[src/rtl/analog_angle_wrap_delta_core_assert.svh]
// assertion macros for the angle sensor rtl
`ifndef ANALOG_ANGLE_WRAP_DELTA_CORE_ASSERT_SVH
`define ANALOG_ANGLE_WRAP_DELTA_CORE_ASSERT_SVH

// antecedent implies consequent in the same cycle
`define AAWD_ASSERT_IMPL(label, clk, rst_n, ante, cons, msg) \
  label: assert property (@(posedge clk) disable iff (!rst_n) (ante) |-> (cons)) \
    else $error(msg);

// antecedent implies consequent in the next cycle
`define AAWD_ASSERT_NEXT(label, clk, rst_n, ante, cons, msg) \
  label: assert property (@(posedge clk) disable iff (!rst_n) (ante) |=> (cons)) \
    else $error(msg);

`endif

[src/rtl/aawd_pkg.sv]
// types and constants for the angle sensor core
`timescale 1ns / 1ps
`default_nettype none
package aawd_pkg;

  localparam int unsigned SMP_W     = 16;
  localparam int unsigned DIFF_W    = SMP_W + 1;
  localparam int unsigned PROD_W    = 26;
  localparam int unsigned NUM_W     = PROD_W - 1;
  localparam int unsigned DIV_STEPS = NUM_W;
  localparam int unsigned CNT_W     = $clog2(DIV_STEPS);
  localparam int unsigned TS_W      = 2;
  localparam int unsigned IDX_W     = 2;

  localparam logic signed [PROD_W-1:0] DEG_FULL_P = PROD_W'(360);
  localparam logic signed [SMP_W-1:0]  DEG_FULL   = SMP_W'(360);
  localparam logic signed [SMP_W-1:0]  DEG_HALF   = SMP_W'(180);
  localparam logic signed [SMP_W-1:0]  DEG_NHALF  = -SMP_W'(180);

  localparam logic [IDX_W-1:0] CFG_CAL_LOW   = 2'd0;
  localparam logic [IDX_W-1:0] CFG_CAL_HIGH  = 2'd1;
  localparam logic [IDX_W-1:0] CFG_TURN_SIGN = 2'd2;

  localparam logic signed [SMP_W-1:0] CAL_LOW_RST   = 16'sd0;
  localparam logic signed [SMP_W-1:0] CAL_HIGH_RST  = 16'sd32767;
  localparam logic signed [TS_W-1:0]  TURN_SIGN_RST = 2'sd1;

  typedef enum logic [2:0] {
    ST_IDLE,
    ST_PREP,
    ST_LOAD,
    ST_DIV,
    ST_FIX,
    ST_POST
  } aawd_state_t;

  typedef struct packed {
    logic capture;
    logic mul;
    logic load;
    logic step;
    logic fix;
    logic post;
  } aawd_cmd_t;

endpackage
`default_nettype wire

[src/rtl/aawd_ctrl.sv]
// sequencer for the angle sensor core
`timescale 1ns / 1ps
`default_nettype none
`include "analog_angle_wrap_delta_core_assert.svh"
module aawd_ctrl
  import aawd_pkg::*;
(
  input  wire logic clk,
  input  wire logic rst_n,
  input  wire logic in_valid,
  output logic      in_stall,
  output logic      out_valid,
  input  wire logic out_stall,
  output aawd_cmd_t cmd
);

  aawd_state_t      state_r, state_nxt;
  logic [CNT_W-1:0] cnt_r, cnt_nxt;
  logic             out_valid_r, out_valid_nxt;

  always_ff @(posedge clk) begin
    if (!rst_n) begin
      state_r     <= ST_IDLE;
      cnt_r       <= '0;
      out_valid_r <= 1'b0;
    end else begin
      state_r     <= state_nxt;
      cnt_r       <= cnt_nxt;
      out_valid_r <= out_valid_nxt;
    end
  end

  always_comb begin
    state_nxt     = state_r;
    cnt_nxt       = cnt_r;
    out_valid_nxt = out_valid_r && out_stall;
    cmd           = '0;
    in_stall      = 1'b1;
    unique case (state_r)
      ST_IDLE: begin
        in_stall = 1'b0;
        if (in_valid) begin
          cmd.capture = 1'b1;
          state_nxt   = ST_PREP;
        end
      end
      ST_PREP: begin
        cmd.mul   = 1'b1;
        state_nxt = ST_LOAD;
      end
      ST_LOAD: begin
        cmd.load  = 1'b1;
        cnt_nxt   = CNT_W'(DIV_STEPS - 1);
        state_nxt = ST_DIV;
      end
      ST_DIV: begin
        cmd.step = 1'b1;
        if (cnt_r == '0) begin
          state_nxt = ST_FIX;
        end else begin
          cnt_nxt = cnt_r - 1'b1;
        end
      end
      ST_FIX: begin
        cmd.fix   = 1'b1;
        state_nxt = ST_POST;
      end
      ST_POST: begin
        if (!out_valid_r || !out_stall) begin
          cmd.post      = 1'b1;
          out_valid_nxt = 1'b1;
          state_nxt     = ST_IDLE;
        end
      end
      default: begin
        state_nxt = ST_IDLE;
      end
    endcase
  end

  assign out_valid = out_valid_r;

  `AAWD_ASSERT_NEXT(a_accept_to_prep, clk, rst_n, in_valid && !in_stall, state_r == ST_PREP, "request accepted without starting work")
  `AAWD_ASSERT_NEXT(a_div_end, clk, rst_n, state_r == ST_DIV && cnt_r == '0, state_r == ST_FIX, "divider did not finish on count")
  `AAWD_ASSERT_IMPL(a_valid_from_post, clk, rst_n, $rose(out_valid_r), $past(state_r) == ST_POST, "result shown outside post step")
  `AAWD_ASSERT_IMPL(a_cmd_onehot, clk, rst_n, 1'b1, $onehot0(cmd), "more than one datapath command")

endmodule
`default_nettype wire

[src/rtl/aawd_dp.sv]
// scaling, divider and shortest-path step datapath
`timescale 1ns / 1ps
`default_nettype none
module aawd_dp
  import aawd_pkg::*;
(
  input  wire logic                    clk,
  input  wire logic                    rst_n,
  input  wire aawd_cmd_t               cmd,
  input  wire logic                    cfg_we,
  input  wire logic [IDX_W-1:0]        cfg_index,
  input  wire logic [SMP_W-1:0]        cfg_wdata,
  input  wire logic signed [SMP_W-1:0] in_adc_sample,
  output logic signed [SMP_W-1:0]      out_angle_deg,
  output logic signed [SMP_W-1:0]      out_angle_step,
  output logic                         out_moved,
  output logic                         out_cal_error
);

  logic signed [SMP_W-1:0]  cal_low_r;
  logic signed [SMP_W-1:0]  cal_high_r;
  logic signed [TS_W-1:0]   turn_sign_r;
  logic signed [SMP_W-1:0]  last_r;
  logic                     primed_r;

  logic signed [DIFF_W-1:0] diff_r;
  logic signed [DIFF_W-1:0] span_r;
  logic signed [PROD_W-1:0] prod_r;
  logic [NUM_W-1:0]         quo_r;
  logic [SMP_W-1:0]         rem_r;
  logic [SMP_W-1:0]         dvs_r;
  logic                     neg_r;
  logic                     err_r;
  logic signed [SMP_W-1:0]  angle_r;

  logic signed [SMP_W-1:0]  angle_o_r;
  logic signed [SMP_W-1:0]  step_o_r;
  logic                     moved_o_r;
  logic                     err_o_r;

  logic signed [PROD_W-1:0] diff_ext;
  logic signed [PROD_W-1:0] prod_abs;
  logic signed [DIFF_W-1:0] span_abs;
  logic [SMP_W:0]           rem_sh;
  logic                     fits;
  logic [SMP_W:0]           rem_sub;
  logic [SMP_W-1:0]         quo_lo_neg;
  logic signed [SMP_W-1:0]  raw;
  logic signed [SMP_W-1:0]  raw_adj;
  logic signed [SMP_W+TS_W-1:0] step_full;
  logic signed [SMP_W-1:0]  step_c;

  always_ff @(posedge clk) begin
    if (!rst_n) begin
      cal_low_r   <= CAL_LOW_RST;
      cal_high_r  <= CAL_HIGH_RST;
      turn_sign_r <= TURN_SIGN_RST;
    end else if (cfg_we) begin
      unique case (cfg_index)
        CFG_CAL_LOW:   cal_low_r   <= cfg_wdata;
        CFG_CAL_HIGH:  cal_high_r  <= cfg_wdata;
        CFG_TURN_SIGN: turn_sign_r <= cfg_wdata[TS_W-1:0];
        default: begin
        end
      endcase
    end
  end

  // multiply by full turn, then magnitudes for the divider
  assign diff_ext = PROD_W'(diff_r);
  assign prod_abs = prod_r[PROD_W-1] ? -prod_r : prod_r;
  assign span_abs = span_r[DIFF_W-1] ? -span_r : span_r;

  // restoring divide, one quotient bit a cycle
  assign rem_sh  = {rem_r, quo_r[NUM_W-1]};
  assign fits    = rem_sh >= {1'b0, dvs_r};
  assign rem_sub = rem_sh - {1'b0, dvs_r};

  assign quo_lo_neg = -quo_r[SMP_W-1:0];

  // shortest path step
  always_comb begin
    raw = angle_r - last_r;
    if (raw > DEG_HALF) begin
      raw_adj = raw - DEG_FULL;
    end else if (raw < DEG_NHALF) begin
      raw_adj = raw + DEG_FULL;
    end else begin
      raw_adj = raw;
    end
    step_full = (SMP_W+TS_W)'(raw_adj) * (SMP_W+TS_W)'(turn_sign_r);
    step_c    = primed_r ? step_full[SMP_W-1:0] : '0;
  end

  always_ff @(posedge clk) begin
    if (cmd.capture) begin
      diff_r <= DIFF_W'(in_adc_sample) - DIFF_W'(cal_low_r);
      span_r <= DIFF_W'(cal_high_r) - DIFF_W'(cal_low_r);
    end
    if (cmd.mul) begin
      prod_r <= diff_ext * DEG_FULL_P;
    end
    if (cmd.load) begin
      quo_r <= prod_abs[NUM_W-1:0];
      rem_r <= '0;
      dvs_r <= span_abs[SMP_W-1:0];
      neg_r <= prod_r[PROD_W-1] ^ span_r[DIFF_W-1];
      err_r <= (span_r == '0);
    end
    if (cmd.step) begin
      rem_r <= fits ? rem_sub[SMP_W-1:0] : rem_sh[SMP_W-1:0];
      quo_r <= {quo_r[NUM_W-2:0], fits};
    end
    if (cmd.fix) begin
      if (err_r) begin
        angle_r <= '0;
      end else if (neg_r) begin
        angle_r <= quo_lo_neg;
      end else begin
        angle_r <= quo_r[SMP_W-1:0];
      end
    end
    if (cmd.post) begin
      angle_o_r <= angle_r;
      step_o_r  <= step_c;
      moved_o_r <= (step_c != '0);
      err_o_r   <= err_r;
    end
  end

  always_ff @(posedge clk) begin
    if (!rst_n) begin
      last_r   <= '0;
      primed_r <= 1'b0;
    end else if (cmd.post) begin
      last_r   <= angle_r;
      primed_r <= 1'b1;
    end
  end

  assign out_angle_deg  = angle_o_r;
  assign out_angle_step = step_o_r;
  assign out_moved      = moved_o_r;
  assign out_cal_error  = err_o_r;

endmodule
`default_nettype wire

[src/rtl/analog_angle_wrap_delta_core.sv]
// Absolute angle sensor core: scales a converter sample to degrees and
// reports the shortest-path step from the previous angle.
// Input channel in_valid/in_stall carries one signed sample per request.
// Result channel out_valid/out_stall carries angle, step, moved and cal error.
// Config port: cfg_we with cfg_index 0 cal_low, 1 cal_high, 2 turn_sign;
// write only while no request is in flight.
// Sequence: capture, scale, load, then a 25-step restoring divider that
// divides the scaled sample by the calibration span, one bit per cycle,
// then sign fix and post to the output register. One request is in work
// at a time; the next is taken once the previous one has been posted.
// A finished result waits in the output register; a new request may be
// accepted meanwhile, and its result is held back until the old one is taken.
// Reset (rst_n low, synchronous) restores cal_low 0, cal_high 32767,
// turn_sign 1 and clears the previous angle; the first sample after reset
// gives step 0.
`timescale 1ns / 1ps
`default_nettype none
module analog_angle_wrap_delta_core
  import aawd_pkg::*;
(
  input  wire logic                    clk,
  input  wire logic                    rst_n,
  input  wire logic                    in_valid,
  output logic                         in_stall,
  input  wire logic signed [SMP_W-1:0] in_adc_sample,
  output logic                         out_valid,
  input  wire logic                    out_stall,
  output logic signed [SMP_W-1:0]      out_angle_deg,
  output logic signed [SMP_W-1:0]      out_angle_step,
  output logic                         out_moved,
  output logic                         out_cal_error,
  input  wire logic                    cfg_we,
  input  wire logic [IDX_W-1:0]        cfg_index,
  input  wire logic [SMP_W-1:0]        cfg_wdata
);

  aawd_cmd_t cmd;

  aawd_ctrl u_ctrl (
    .clk       (clk),
    .rst_n     (rst_n),
    .in_valid  (in_valid),
    .in_stall  (in_stall),
    .out_valid (out_valid),
    .out_stall (out_stall),
    .cmd       (cmd)
  );

  aawd_dp u_dp (
    .clk            (clk),
    .rst_n          (rst_n),
    .cmd            (cmd),
    .cfg_we         (cfg_we),
    .cfg_index      (cfg_index),
    .cfg_wdata      (cfg_wdata),
    .in_adc_sample  (in_adc_sample),
    .out_angle_deg  (out_angle_deg),
    .out_angle_step (out_angle_step),
    .out_moved      (out_moved),
    .out_cal_error  (out_cal_error)
  );

endmodule
`default_nettype wire

[config.mk]
export PLATFORM = sky130hd
export DESIGN_NAME = analog_angle_wrap_delta_core
export DESIGN_NICKNAME = d
export VERILOG_FILES = /design/src/rtl/aawd_pkg.sv /design/src/rtl/aawd_ctrl.sv /design/src/rtl/aawd_dp.sv /design/src/rtl/analog_angle_wrap_delta_core.sv
export VERILOG_INCLUDE_DIRS = /design/src /design/src/rtl
export SDC_FILE = /design/constraint.sdc
export NUM_CORES = 1
export LEC_CHECK = 0
export BUFFER_PORTS_ARGS = -buffer_cell sky130_fd_sc_hd__buf_2
export CAP_MARGIN = 30
export CORE_ASPECT_RATIO = 1.75
export CORE_MARGIN = 1.5
export CORE_UTILIZATION = 56
export DETAILED_ROUTE_END_ITERATION = 8
export PLACE_DENSITY = 0.86
export RECOVER_POWER = 25
export SLEW_MARGIN = 20
export SYNTH_ARGS = -nofsm -noshare
export SYNTH_HDL_FRONTEND = slang
export SYNTH_SLANG_ARGS = --single-unit
[constraint.sdc]
create_clock -name clk -period 14.8 [get_ports clk]
set_clock_uncertainty 0.05 [all_clocks]
set_input_delay 0.74 -clock clk [delete_from_list [all_inputs] [get_ports clk]]
set_output_delay 0.74 -clock clk [all_outputs]
set_load 0.03 [all_outputs]
---- After elaboration in Yosys (flattened, before gate mapping) ----
Index checks and enable logic that the tools add are counted.
operators by class
  add/sub/neg operators ................... 10
  order comparisons ....................... 3
  equality and inequality tests ........... 11
  muxes and demuxes ....................... 28
  bitwise operators ....................... 1
  div/mod/pow operators ................... 0
  shift-type cells ........................ 0
  multiply operators ...................... 2
  reductions and logical operators ........ 16
operators with widths
  cell                      count
  $mux W16                  8
  $mux W25                  3
  $sub A16 B16 Y17          2
  $neg A16 Y16              2
  $sub A16 B16 Y16          2
  $neg A25 Y25              1
  $mul A17 B7 Y23 const B   1
  $pmux W3 S6               1
  $ge A17 B16 Y1            1
  $logic_not A17 Y1         1
  $add A16 B10 Y16 const B  1
  $gt A16 B9 Y1 const B     1
  $lt A16 B9 Y1 const B     1
  $mul A16 B2 Y16           1
  $reduce_bool A16 Y1       1
  $sub A16 B10 Y16 const B  1
  $mux W1                   11
  $pmux W5 S2               1
  $mux W3                   3
  $reduce_and A2 Y1         4
  $eq A3 B2 Y1 const B      2
  $eq A3 B3 Y1 const B      2
  $logic_not A5 Y1          1
  $mux W5                   1
  14 further kinds          18
storage, ports and cells
  memories ................................ 0
  memory bits (read-only) ................. 0
  bits of input ports ..................... 39
  bits in latches ......................... 0
  word-level logic and storage cells ...... 92
  bits in writable memories ............... 0
  output and inout port bits .............. 36
  bits in registers ....................... 226

---- Longest topological paths before layout ----
Gate-level depths: netlist of the first run.
  depth after elaboration ................. 7
  mapped depth ............................ 28
  mapped depth without buffers ............ 27

---- Modules after synthesis ----
A second synthesis of the first run with hierarchy kept.
second synthesis, totals
  cell total of the unflattened synthesis .. 1583
  area total of the unflattened synthesis .. 15613.7 um2
modules (own cells, without submodules)
  module     area an instance (um2)  times used  cells an instance
  aawd_dp    15102.0                 1           1524
  aawd_ctrl  511.7                   1           59

---- Worst setup path before layout of the first run ----
Ideal clock, no wire load.
  path type ............................... register to register
  start ................................... register u_dp.angle_r[0]
  end ..................................... register u_dp.moved_o_r, in the netlist u_dp.out_moved, data pin
  slack ................................... 8.829 ns
  arrival time ............................ 5.644 ns
  stages on the path, launching flop included .. 27
  data required time ...................... 14.473 ns
  library setup time ...................... 0.277 ns
  path buffers ............................ 0
  cells stage by stage .................... edfxtp_1 inv_1 ha_1 fa_1 nand2b_1 a21oi_2 o21ai_2 a21oi_2 xor2_1 or2b_1 o31ai_2 nor2b_1 xnor2_1 and2_1 ha_1 ha_1 a21o_1 a21oi_1 o21a_1 o21ai_0 a211o_1 a21o_1 a21o_1 a21o_2 a21oi_1 o21a_1 o311ai_2
between the ends
  word-level cells in the longest chain between the ends .. 7
  elaborated cells on any way between the ends .. 10
  those cells by class .................... 3 x add/sub; 1 x mul; 2 x order compare; 3 x mux; 1 x reduce/logical
ends and longest elaborated chain
  element                                                   RTL line                      text
  start, declared                                           aawd_dp.sv:34                 logic signed [SMP_W-1:0] angle_r;
  start signal, assigned                                    aawd_dp.sv:118                angle_r <= quo_lo_neg;
  start signal, assigned                                    aawd_dp.sv:120                angle_r <= quo_r[SMP_W-1:0];
  $sub A16 B16 Y16 (*)                                      aawd_dp.sv:83                 raw = angle_r - last_r;
  $add A16 B10 Y16 / $lt A16 B9 Y1 (equally long branches)  aawd_dp.sv:87, aawd_dp.sv:86
  $mux W16                                                  aawd_dp.sv:86                 end else if (raw < DEG_NHALF) begin
  $mux W16 (*)                                              aawd_dp.sv:84                 if (raw > DEG_HALF) begin
  $mul A16 B2 Y16 (*)                                       aawd_dp.sv:91                 step_full = (SMP_W+TS_W)'(raw_adj) * (SMP_W+TS_W)'(turn_sign_r);
  $mux W16 (*)                                              aawd_dp.sv:92                 step_c = primed_r ? step_full[SMP_W-1:0] : '0;
  $reduce_bool A16 Y1 (*)                                   aawd_dp.sv:126                moved_o_r <= (step_c != '0);
  end signal, assigned                                      aawd_dp.sv:126
  end, declared                                             aawd_dp.sv:38                 logic moved_o_r;
Mark *: on every way between the ends. The rest lies on a longest branch, timed or not.
A chain may end at the register's enable or synchronous reset.

---- Final worst setup path of the first run ----
  start ................................... register u_dp.angle_r[0]
  end ..................................... register u_dp.moved_o_r, in the netlist u_dp.out_moved, data pin
between the ends
  word-level cells in the longest chain between the ends .. 7
  elaborated cells on any way between the ends .. 10
  those cells by class .................... 3 x add/sub; 1 x mul; 2 x order compare; 3 x mux; 1 x reduce/logical
ends and longest elaborated chain
  element                                                   RTL line                      text
  $sub A16 B16 Y16 (*)                                      aawd_dp.sv:83
  $add A16 B10 Y16 / $lt A16 B9 Y1 (equally long branches)  aawd_dp.sv:87, aawd_dp.sv:86
  $mux W16                                                  aawd_dp.sv:86
  $mux W16 (*)                                              aawd_dp.sv:84
  $mul A16 B2 Y16 (*)                                       aawd_dp.sv:91
  $mux W16 (*)                                              aawd_dp.sv:92
  net u_dp.step_c[14]                                       aawd_dp.sv:51                 logic signed [SMP_W-1:0] step_c;
  $reduce_bool A16 Y1 (*)                                   aawd_dp.sv:126
The timed path passes the listed nets; every way through them passes the cells marked *.

==> flow_summary.toml, run 1 <==
[finish]
final_cell_mix = "inv_1 (192), nand2_1 (172), edfxtp_1 (166)"
layout_commonest_cell = "inv_1"
stdcell_area_sq_um = 17250
final_layout_size_suffix_gt1_frac = 0.1016
fill_cells = 2208
area_delta_synth_final_pct = 9.874
multi_input_area_sq_um = 8657
nNetsFinal = 1923
num_antenna_cells = 0
regArea_sq_um = 6186

[cts]
clock_sinks = 226
cts.repair.resized = 0
clock_path_buffers = 3
ctsHoldBuffers = 0
cts_buffers = 22
htree_levels = 1
clk_pin_slew_ns = 0.07
cts-root-buf = "clkbuf_16"
post_cts_buffers = 0
clock_latency_ns = 0.52
cts_tree = "yes"

[global_route]
grt.total_usage = 0.2293
grt_pass1_vias = 12130
grt_max_degree = 65
overflow = 0
grt_pass1_wl_mm = 53.94
grt_antenna_before_repair = 0

[pwr]
clock_power_share = 0.226
p_sw_uw = 951.3
power_density_nw_per_um2 = 153.9
intPower_mw = 1.704
comb_power_share = 0.424
swShare = 0.3582
ir_worst_vdd_uv = 103.5
power_frac_seq = 0.350
p_leak_nw = 7.132

[setup_path]
critical_path_class = "flip-flop to flip-flop"
critPathLaunchType = "flip-flop"
crit_start = "u_dp.angle_r[0]"
critPathSlowestCell = "o31ai_2"
r2r_slack_ns = 7.89
critical_path.top_delay_family = "compound AO/OA/AOI/OAI gates"
crit-reg2reg-capture = "u_dp.out_moved"
reg2reg_depth = 27
crit_arrival_ns = 7.12
crit_path_end = "u_dp.out_moved"
worst-path-stages = 27
cp.buffers_inverters = 2
regToRegStartpoint = "u_dp.angle_r[0]"
end_kind = "flip-flop"
cp_max_fo = 10
crit_top_cell = "o21ai_0"
required_ns = 15.01
max_stage_delay_ns = 0.58

[route]
drt_first_pass_iters = 7
route.detailed.drc = 0
wirelength_mm = 32.19
ant_nets = 0
wl_per_cell_microns = 15.46
num_vias = 11800
drt-initial-drc-count = 518
vias_per_cell = 5.666

[timing]
max_freq_mhz = 144.7
finalSetupTns_ns = 0
min_period_over_period = 0.4670
fin_hold_ws_ns = 0.3906
final-setup-viol-count = 0
worst-slew-pin-transition_ns = 1.336
fin_ws_ns = 7.888
rsz0062_at_grt = "no"
slew_headroom = 0.1094
hold_violations = 0
drv_slew = 0
fin_crit_ns = 6.912

[placement]
place_area_sq_um = 16460
pre_cts_slack_ns = 7.939
place.port_buffers = 74
globalplace.congestion = 0.9249
dpl.hpwl_mm = 25.01

[yosys]
ys.flop_type = "edfxtp_1"
netlist_area_sq_um = 15700
synthDistinctLibCells = 101
async_flop_share = 0
synth_seq_cells = 226
avgSynthCellArea_sq_um = 9.656
netlist_instances = 1626
synth_nets = 1852
synth-edff-count = 166
ys_warn_count = 0
yosysSeqAreaShare = 0.3940

[floorplan]
core_sq_um = 27430
die_w_microns = 129.6
ios = 75
num_rows = 80
initial_core_util = 0.5724
dieArea_sq_um = 29090
die_h_microns = 224.5

[min_path]
hold_path_class = "input port to flip-flop"

[run]
drv_cap = 0

[outcome]
status = "finished clean"
==> tightest hold or removal path, delay by kind of cell <==
kind / cells / cell delay [ns]
buffers and inverters: 1 / 0.08
AND/OR/NAND/NOR: 2 / 0.11
==> state kept, by name, indices dropped and copies added (netlist names), 17 cells and up <==
name / flops
u_dp.diff_r: 17
u_dp.quo_r: 25
u_dp.prod_r: 23
u_dp.span_r: 17
==> metrics by stage <==
stage / total power, mW / instances / util
after floorplan: 1.826 / 1626 / -
after global placement: 1.988 / 2040 / 0.6000
after detailed placement: 2.052 / 2041 / 0.6002
after CTS: 2.668 / 2081 / 0.6287
after global routing: 2.847 / 2082 / 0.6290
final: 2.656 / 2082 / 0.6290
==> Yosys cell counts (all sizes together), types with 5 or more instances <==
cell | count | area (sq um)
nand3b | 5 | 50.05
o2111ai | 6 | 76.32
nor3b | 5 | 37.54
o22ai | 5 | 31.28
a31oi | 12 | 81.33
nor3 | 32 | 176.4
a211oi | 8 | 60.06
or2 | 9 | 56.30
xor2 | 42 | 394.1
o21ai | 61 | 309.0
or3 | 17 | 107.6
o41ai | 5 | 43.79
a21boi | 52 | 390.4
fa | 36 | 720.7
and2 | 19 | 121.4
a21o | 17 | 131.4
mux2i | 17 | 170.2
or4 | 7 | 56.30
nand3 | 29 | 145.1
nand2 | 174 | 655.6
and3 | 6 | 38.79
a2111oi | 5 | 68.82
clkbuf | 31 | 116.4
xnor2 | 81 | 709.4
ha | 151 | 1889
o31ai | 19 | 152.6
o21a | 14 | 112.6
dfxtp | 60 | 1201
nor2 | 158 | 593.1
o21bai | 10 | 75.07
inv | 192 | 720.7
a21oi | 70 | 361.6
nor2b | 23 | 143.9
nand2b | 14 | 87.58
edfxtp | 166 | 4985
==> layout make-up <==
type	count	area share
inverters	193	0.04200
clock buffers	24	0.03416
clock inverters	16	0.01102
well taps	369	0.02676
flip-flops and latches	226	0.3586
multi-input cells	1172	0.5018
repair buffers	82	0.02560
==> layer usage <==
| layer | track usage | wire [microns] |
|---|---|---|
| met4 | 0.1283 | 1550 |
| met3 | 0.02355 | 1038 |
| met2 | 0.4637 | 18500 |
| met1 | 0.2141 | 11110 |
| met5 | 0 | 0 |
==> power groups by stage <==
stage / combinational [mW] / clock, mW / sequential [mW]
finish: 1.13 / 0.600 / 0.931
global route: 1.27 / 0.634 / 0.943
CTS: 1.13 / 0.610 / 0.930
detailed placement: 1.11 / 0 / 0.943
global placement: 1.05 / 0 / 0.937
floorplan: 0.910 / 0 / 0.917
==> worst min-delay path by stage <==
| stage | startpoint | cells after the start | to |
|---|---|---|---|
| 2_1_floorplan | u_dp.err_r | 0 | u_dp.out_cal_error |
| 3_5_place_dp | u_dp.cal_low_r[5] | 2 | u_dp.cal_low_r[5] |
| 3_3_place_gp | u_dp.cal_low_r[5] | 2 | u_dp.cal_low_r[5] |
| 4_1_cts | cfg_wdata[13] | 3 | u_dp.cal_high_r[13] |
| 5_1_grt | cfg_wdata[5] | 3 | u_dp.cal_high_r[5] |
| 6_report | cfg_wdata[4] | 3 | u_dp.cal_high_r[4] |
==> cells by family after synthesis <==
group,Yosys count,synth area share
compound gates,327,0.1472
xor+xnor,123,0.07029
simple gates,517,0.1553
mux,18,0.01156
flops,226,0.3940
fa+ha+maj,187,0.1662
buf+inv,228,0.05539
No activity file was read; power rests on OpenSTA's default activity.
==> run 2: changes to the inputs <==
--- a/config.mk
+++ b/config.mk
@@ -6,13 +6,14 @@
 export SDC_FILE = /design/constraint.sdc
 export NUM_CORES = 1
 export LEC_CHECK = 0
+export ABC_AREA = 1
 export BUFFER_PORTS_ARGS = -buffer_cell sky130_fd_sc_hd__buf_2
 export CAP_MARGIN = 30
 export CORE_ASPECT_RATIO = 1.75
 export CORE_MARGIN = 1.5
 export CORE_UTILIZATION = 56
 export DETAILED_ROUTE_END_ITERATION = 8
-export PLACE_DENSITY = 0.86
+export PLACE_DENSITY = 0.89
 export RECOVER_POWER = 25
 export SLEW_MARGIN = 20
 export SYNTH_ARGS = -nofsm -noshare
==> constraint.sdc (replaced) <==
create_clock -name clk -period 5.79 [get_ports clk]
set_clock_uncertainty 0.05 [all_clocks]
set_input_delay 0.2895 -clock clk [delete_from_list [all_inputs] [get_ports clk]]
set_output_delay 0.2895 -clock clk [all_outputs]
set_load 0.03 [all_outputs]
==> flow_summary.toml, run 2 <==
[outcome]
status = "complete, but fails checks"
violations = "capacitance limit, slew limit"

[run]
drv_cap = 1

[timing]
hold_violations = 0
drv_slew = 53
min_period_over_period = 0.9268
max_freq_mhz = 186.3
fin_crit_ns = 5.366
final-setup-viol-count = 0
fin_hold_ws_ns = 0.05106
slew_headroom = -0.4297
worst-slew-pin-transition_ns = 2.145
fin_ws_ns = 0.4237

[pwr]
p_sw_mw = 4.047
p_leak_nw = 7.976
swShare = 0.4337
power_density_nw_per_um2 = 530.1
intPower_mw = 5.284
ir_worst_vdd_uv = 327.5
power_frac_seq = 0.282
clock_power_share = 0.169
comb_power_share = 0.548

[finish]
nNetsFinal = 2219
final_layout_size_suffix_gt1_frac = 0.06023
fill_cells = 2145
largest_register = "u_dp.quo_r"
largest_registers = "u_dp.quo_r (25), u_dp.prod_r (23)"
regArea_sq_um = 6186
final_cell_mix = "nand2_1 (333), inv_1 (333), edfxtp_1 (166)"
num_antenna_cells = 0
utilization = 0.6315
largest_reg_flops = 25
multi_input_area_sq_um = 8284
area_delta_synth_final_pct = 11.02

[setup_path]
critPathSlowestCell = "edfxtp_1"
crit_arrival_ns = 5.61
critical_path_class = "flip-flop to flip-flop"
max_stage_delay_ns = 0.45
required_ns = 6.04
end_kind = "flip-flop"
cp_max_fo = 12
crit_top_cell = "nand2_1"
critPathLaunchType = "flip-flop"

[global_route]
grt.total_usage = 0.2589
grt_pass1_vias = 13600
overflow = 0
grt_pass1_wl_mm = 60.86
grt_max_degree = 57
grt_antenna_before_repair = 0

[yosys]
synth_fa_ha_area_frac = 0.1646
netlist_area_sq_um = 15850
synth_area_leader_cell = "edfxtp_1"
synth_top_area_share = 0.3144
synth-simple-area-share = 0.1756
synth_compound_area_frac = 0.1211
synth_top_family_by_area = "simple AND/OR/NAND/NOR gates"
synth-edff-count = 166
synth_nets = 2127
synthXorXnorAreaFrac = 0.05911
synth_common_cells = "inv_1 (334), nand2_1 (333), edfxtp_1 (166)"
async_flop_share = 0
ys.flop_type = "edfxtp_1"
synth_seq_cells = 226
avgSynthCellArea_sq_um = 8.340
synth.area.top_cells = "edfxtp_1 (31%), ha_1 (12%), inv_1 (7.9%), nand2_1 (7.9%), dfxtp_1 (7.6%)"
netlist_instances = 1901
muxShareOfSynthArea = 0
synthDistinctLibCells = 51
ys_warn_count = 0
synth.most_common_cell = "inv_1"
yosysSeqAreaShare = 0.3902

[floorplan]
core_sq_um = 27870
num_rows = 81
ios = 75
die_w_microns = 130.2
die_h_microns = 225.6
dieArea_sq_um = 29370
initial_core_util = 0.5688

[route]
vias_per_cell = 5.600
num_vias = 13340
wl_per_cell_microns = 15.60
drt_first_pass_iters = 6
route.detailed.drc = 0
ant_nets = 0
wirelength_mm = 37.16
drt-initial-drc-count = 853

[cts]
clk_pin_slew_ns = 0.07
clock_sinks = 226
htree_levels = 1
clock_latency_ns = 0.54
cts-root-buf = "clkbuf_16"
clock_path_buffers = 3
cts_tree = "yes"
cts_buffers = 22

[placement]
place.port_buffers = 74
globalplace.congestion = 0.9840
pre_cts_slack_ns = 0.4578
dpl.hpwl_mm = 27.92

[min_path]
hold_path_class = "input port to flip-flop"
## run 2: worst max-delay path: cells and delay by family (launching register included)
family / cells / cell delay (ns)
compound gates: 6 / 0.75
xor+xnor: 1 / 0.22
fa+ha+maj: 3 / 1.02
buf+inv: 3 / 0.39
flops: 1 / 0.45
simple gates: 20 / 2.23
## run 2: cell type report
type,count,area share
tap,373,0.02652
sequential,226,0.3515
inverter,342,0.07308
clock inverter,14,0.01180
multi-input combinational,1301,0.4707
clock buffer,26,0.03327
timing repair buffer,100,0.03320
## run 2: metal layers
layer  track usage  up-vias  part of all wire
met5             0        -                 0
met4        0.1703        0             0.064
met3       0.02701      167             0.045
met2        0.5105      518              0.55
met1        0.2416     6170              0.34
li1              -     6484                 -
## run 2: cell families after synthesis
logic type	Yosys count
buf+inv	374
simple gates	653
xor+xnor	107
flops	226
fa+ha+maj	187
compound gates	354
## run 2: metrics by stage
stage                     total power, mW  instances  setup TNS [ns]  cell area, sq um
after CTS                           9.261       2379               0             17610
after global routing                10.09       2382       -0.001465             17600
after global placement              7.369       2321               0             16620
after floorplan                     6.518       1901               0             15850
after detailed placement            7.632       2323               0             16650
final                               9.331       2382               0             17600
## run 2: repair_timing
action | 4_1_cts | 5_1_grt
hold endpoints to repair | 20 | 0
setup buffers | 0 | 3
hold buffers | 16 | 0
resized for setup | 0 | 5
setup endpoints to repair | 0 | 2
## run 2: power by group through the flow
stage	clock network [mW]	registers (mW)	logic (mW)
2_1_floorplan	0	2.61	3.91
3_3_place_gp	0	2.64	4.73
3_5_place_dp	0	2.66	4.98
4_1_cts	1.59	2.63	5.04
5_1_grt	1.65	2.67	5.77
6_report	1.58	2.63	5.12
## run 2: final timing paths
check        slack [ns]       startpoint           endpoint  cells after the start
max                0.42  u_dp.angle_r[5]     u_dp.out_moved                     33
min                0.05     cfg_wdata[1]  u_dp.cal_low_r[1]                      3
max reg2reg        0.42  u_dp.angle_r[5]     u_dp.out_moved                     33
min reg2reg        0.41   u_dp.last_r[7]     u_dp.last_r[7]                      2
